`config.mk`:
```
export PLATFORM = sky130hd
export DESIGN_NAME = atb_divider
export DESIGN_NICKNAME = d
export VERILOG_FILES = /design/src/rtl/core/atb_pkg.sv /design/src/rtl/core/atb_divider.sv
export SDC_FILE = /design/constraint.sdc
export NUM_CORES = 1
export LEC_CHECK = 0
export BUFFER_PORTS_ARGS = -buffer_cell sky130_fd_sc_hd__buf_2
export CAP_MARGIN = 5
export CORE_UTILIZATION = 45
export DETAILED_ROUTE_END_ITERATION = 8
export HOLD_SLACK_MARGIN = 0.08
export PLACE_DENSITY = 0.8
export SLEW_MARGIN = 20
export SYNTH_ARGS = -nofsm -noshare
export SYNTH_HDL_FRONTEND = slang
export SYNTH_SLANG_ARGS = --single-unit
```
`constraint.sdc`:
```
create_clock -name i_clk -period 2.9 [get_ports i_clk]
set_input_delay 0.725 -clock i_clk [delete_from_list [all_inputs] [get_ports i_clk]]
set_output_delay 0.725 -clock i_clk [all_outputs]
set_load 0.02 [all_outputs]
```
`src/rtl/core/atb_pkg.sv`:
```
package atb_pkg;

    localparam int MAX_ENTRIES = 64;
    localparam int IDX_W       = $clog2(MAX_ENTRIES);
    localparam int CNT_W       = IDX_W + 1;
    localparam int FRAC_BITS   = 16;
    localparam int W_W         = 16;
    localparam int SUM_W       = 22;
    localparam int PROB_W      = 17;
    localparam int PROD_W      = W_W + CNT_W;
    localparam int SCL_W       = CNT_W + FRAC_BITS;
    localparam int DVD_W       = PROD_W + FRAC_BITS;
    localparam int DIV_CNT_W   = $clog2(SCL_W + 1);

    localparam logic [SCL_W-1:0] ONE_FX = SCL_W'(1) << FRAC_BITS;

endpackage

```
`src/rtl/core/atb_divider.sv`:
```
module atb_divider (
    input  logic                         i_clk,
    input  logic                         i_rst_n,
    input  logic                         i_start,
    input  logic [atb_pkg::DVD_W-1:0]    i_dividend,
    input  logic [atb_pkg::SUM_W-1:0]    i_divisor,
    output logic                         o_done,
    output logic [atb_pkg::SCL_W-1:0]    o_quot
);
    import atb_pkg::*;

    logic [SUM_W-1:0]     r_rem;
    logic [SCL_W-1:0]     r_q;
    logic [SUM_W-1:0]     r_div;
    logic [DIV_CNT_W-1:0] r_cnt;
    logic                 r_run;
    logic                 r_done;
    logic [SUM_W:0]       trial;
    logic [SUM_W:0]       diff;
    logic                 ge;

    // restoring division, one quotient bit per cycle; quotient fits SCL_W bits
    assign trial = {r_rem, r_q[SCL_W-1]};
    assign diff  = trial - {1'b0, r_div};
    assign ge    = trial >= {1'b0, r_div};

    always_ff @(posedge i_clk) begin
        if (!i_rst_n) begin
            r_run  <= 1'b0;
            r_done <= 1'b0;
            r_cnt  <= '0;
        end else begin
            r_done <= 1'b0;
            if (i_start) begin
                r_run <= 1'b1;
                r_cnt <= DIV_CNT_W'(SCL_W);
            end else if (r_run) begin
                r_cnt <= r_cnt - 1'b1;
                if (r_cnt == DIV_CNT_W'(1)) begin
                    r_run  <= 1'b0;
                    r_done <= 1'b1;
                end
            end
        end
    end

    always_ff @(posedge i_clk) begin
        if (i_start) begin
            r_rem <= SUM_W'(i_dividend[DVD_W-1:SCL_W]);
            r_q   <= i_dividend[SCL_W-1:0];
            r_div <= i_divisor;
        end else if (r_run) begin
            r_rem <= ge ? diff[SUM_W-1:0] : trial[SUM_W-1:0];
            r_q   <= {r_q[SCL_W-2:0], ge};
        end
    end

    assign o_done = r_done;
    assign o_quot = r_q;

endmodule

```
==> impl_metrics.json <==
{
  "drt-total-wl_um": 8797,
  "syn_area_mm2": 0.004254,
  "setup_viol": 0,
  "critical_path_class": "register to register",
  "fin_util": 0.5570,
  "tightestPinTransition_ns": 0.6199,
  "yosys_register_bits": 74,
  "core-area_mm2": 0.009196,
  "cts_hold_buffers": 0,
  "area_growth_pct": 20.41,
  "yosysWarningCount": 0,
  "dieArea_mm2": 0.009847,
  "min_to": "r_rem[16]",
  "hp-start": "r_rem[16]",
  "hold_path_class": "register to register",
  "synth-edff-count": 61,
  "ys_seq_area_frac": 0.4918,
  "drcViolationCount": 0,
  "r2r_end": "r_rem[14]",
  "final_cell_mix": "87 x buf_2, 61 x edfxtp_1, 29 x inv_1",
  "max-cap-violations": 0,
  "power_mw": 3.140,
  "start_util": 0.4626,
  "clockBufferDepth": 2,
  "p_per_area_mw_per_mm2": 613.1,
  "ant_nets": 0,
  "grt_pass1_vias": 3255,
  "grt_max_degree": 37,
  "cts_made_buffers": 9,
  "syn-num-nets": 476,
  "drt_first_iter_violations": 137,
  "reg2reg_depth": 10,
  "gp_congestion": 0.8638,
  "cts_sinks": 74,
  "max-vdd-ir-drop_mv": 0.3819,
  "hold_depth": 2,
  "fmax_mhz": 356.4,
  "grt_pass1_wl_um": 14910,
  "status": "complete, no violations",
  "hold_viol_final": 0,
  "r2r_setup_slack_ns": 0.09,
  "cts_tree": "yes",
  "drive_gt1_frac": 0.3259,
  "critPathRequiredTime_ns": 3.01,
  "cp-start-kind": "register",
  "htree_levels": 3,
  "viasPerCell": 5.488,
  "fin_worst_skew_ns": 0.01470,
  "worstPathMaxFanout": 3,
  "path_clk_slew_ns": 0.08,
  "netlist-cell-type-count": 60,
  "period_needed_ns": 2.806,
  "insertion_delay_ns": 0.36,
  "synth_ff_type": "edfxtp_1",
  "async_reset_ff_frac": 0,
  "cts_root_buffer": "clkbuf_8",
  "diodes": 0,
  "boundaryPins": 88,
  "vias": 3304,
  "setup.worst_path.end_class": "register",
  "syn_inst": 387,
  "die_h_um": 99.23,
  "die_x_um": 99.23,
  "maxSlewViolCount": 0,
  "finalSetupTns_ns": 0,
  "dpl.hpwl_um": 6378,
  "port_buffers": 87,
  "hold_slack_ns": 0.5113,
  "timing.final.crit_share": 0.9677,
  "rr_startpoint": "r_div[0]",
  "p_leak_nw": 2.207,
  "firstDrtPassIters": 5,
  "antenna_found_initial": 0,
  "grt_usage": 0.1931,
  "num-nets-final": 575,
  "syn_area_per_cell_um2": 10.99,
  "wl_per_cell_um": 14.61,
  "row_count": 35,
  "rsz0062_at_grt": "true",
  "max_slew_margin": 0.5861,
  "final_common_cell": "buf_2",
  "cp_data_arrival_time_ns": 2.92,
  "grt-ovfl-total": 0
}
stage by stage:
| step | std cells | area, µm² | setup WS, ns |
|---|---|---|---|
| global placement | 584 | 4867 | 0.1304 |
| finish | 602 | 5122 | 0.09381 |
| detailed placement | 584 | 4867 | 0.09184 |
| global route | 602 | 5122 | 0.001565 |
| CTS | 600 | 5059 | 0.03259 |
| floorplan | 387 | 4259 | 0.06433 |
registers in the layout, indices dropped and copies added, names as in the netlist:
| signal | flops |
|---|---|
| o_quot | 23 |
| r_div | 22 |
| r_rem | 22 |
| r_cnt | 5 |
| o_done | 1 |
| r_run | 1 |
power by group:
part           switching (mW)  internal [mW]  total, mW
Clock                   0.401          0.394      0.795
Sequential             0.0614           1.29       1.35
Combinational           0.554          0.440      0.994
Total                    1.02           2.12       3.14
synthesized netlist by cell type (2+ instances only):
master      n  area [µm²]
xor2_1      5       43.79
a21boi_0    5       37.54
a311oi_1    2       17.52
buf_1       3       11.26
a21o_1      9       67.56
mux2i_1     8       80.08
and3_1      4       25.02
and2_1      4       25.02
a31o_2      3       26.28
nor2b_1     6       37.54
or3_1       6       37.54
a211oi_1    6       45.04
o211ai_1    2       15.01
a31oi_1     6       37.54
xnor2_1     8       70.07
ha_1       24       300.3
o31a_1      2       17.52
buf_6       2       22.52
o21bai_1    2       15.01
a21oi_1    23       115.1
a221oi_1    2       17.52
nor3_1      6       30.03
a2bb2oi_1   2       17.52
a311o_1     2       20.02
clkbuf_1    6       22.52
nand2_1    26       97.59
nand3_1     9       45.04
inv_1      30       112.6
edfxtp_1   61        1832
o221ai_1    2       17.52
nor2_1     28       105.1
o21ai_0    13       65.06
mux2_2     25       281.5
o21a_1      6       45.04
dfxtp_1    13       260.3
nor3b_1     2       15.01
logic make-up after synthesis:
kind of cell,synth area share
and+or+nand+nor,0.1215
AOI/OAI and AO/OA,0.1579
DFF,0.4918
buffers and inverters,0.04176
muxes,0.08500
adders and majority gates,0.07529
xor gates and xnor gates,0.02676
per-layer routing:
metal	global-route usage	up-vias	wire length [µm]
li1	-	1638	-
met1	0.2389	1556	3951
met2	0.3189	99	4177
met3	0.05341	11	541
met4	0.08032	0	127
met5	0	-	0
repair_timing:
action | 4_1_cts | 5_1_grt
endpoints found under the setup margin | 0 | 7
buffers inserted | 0 | 2
resized for setup | 0 | 9
layout make-up:
| type | instances | area [µm²] |
|---|---|---|
| tap | 111 | 138.9 |
| inverter | 31 | 116.4 |
| fill | 814 | 4074 |
| multi-input combinational | 270 | 2038 |
| sequential | 74 | 2092 |
| timing repair buffer | 100 | 545.5 |
| clock inverter | 7 | 67.56 |
| clock buffer | 9 | 123.9 |
how the worst max path moves through the flow:
stage                from        end  slack, ns  cells after the start
2_1_floorplan  o_quot[22]  r_rem[14]       0.06                     11
3_3_place_gp   o_quot[22]  r_rem[14]       0.13                     11
3_5_place_dp   o_quot[22]  r_rem[14]       0.09                     11
4_1_cts        o_quot[22]  r_rem[14]       0.03                     11
5_1_grt          r_div[0]  r_rem[14]      0.002                     10
6_report         r_div[0]  r_rem[14]       0.09                     10
worst max-delay path, stage by stage, from the launching register on:
cell and delay [ns]:
edfxtp_1 0.42, ha_4 0.19, fa_2 0.42, nor2b_4 0.16, o2111ai_4 0.15, a211oi_2 0.28, o31a_1 0.19, o21a_1 0.17
mux2i_1 0.21, a211oi_1 0.09, a311o_1 0.27
(Power assumes the default switching activity.)
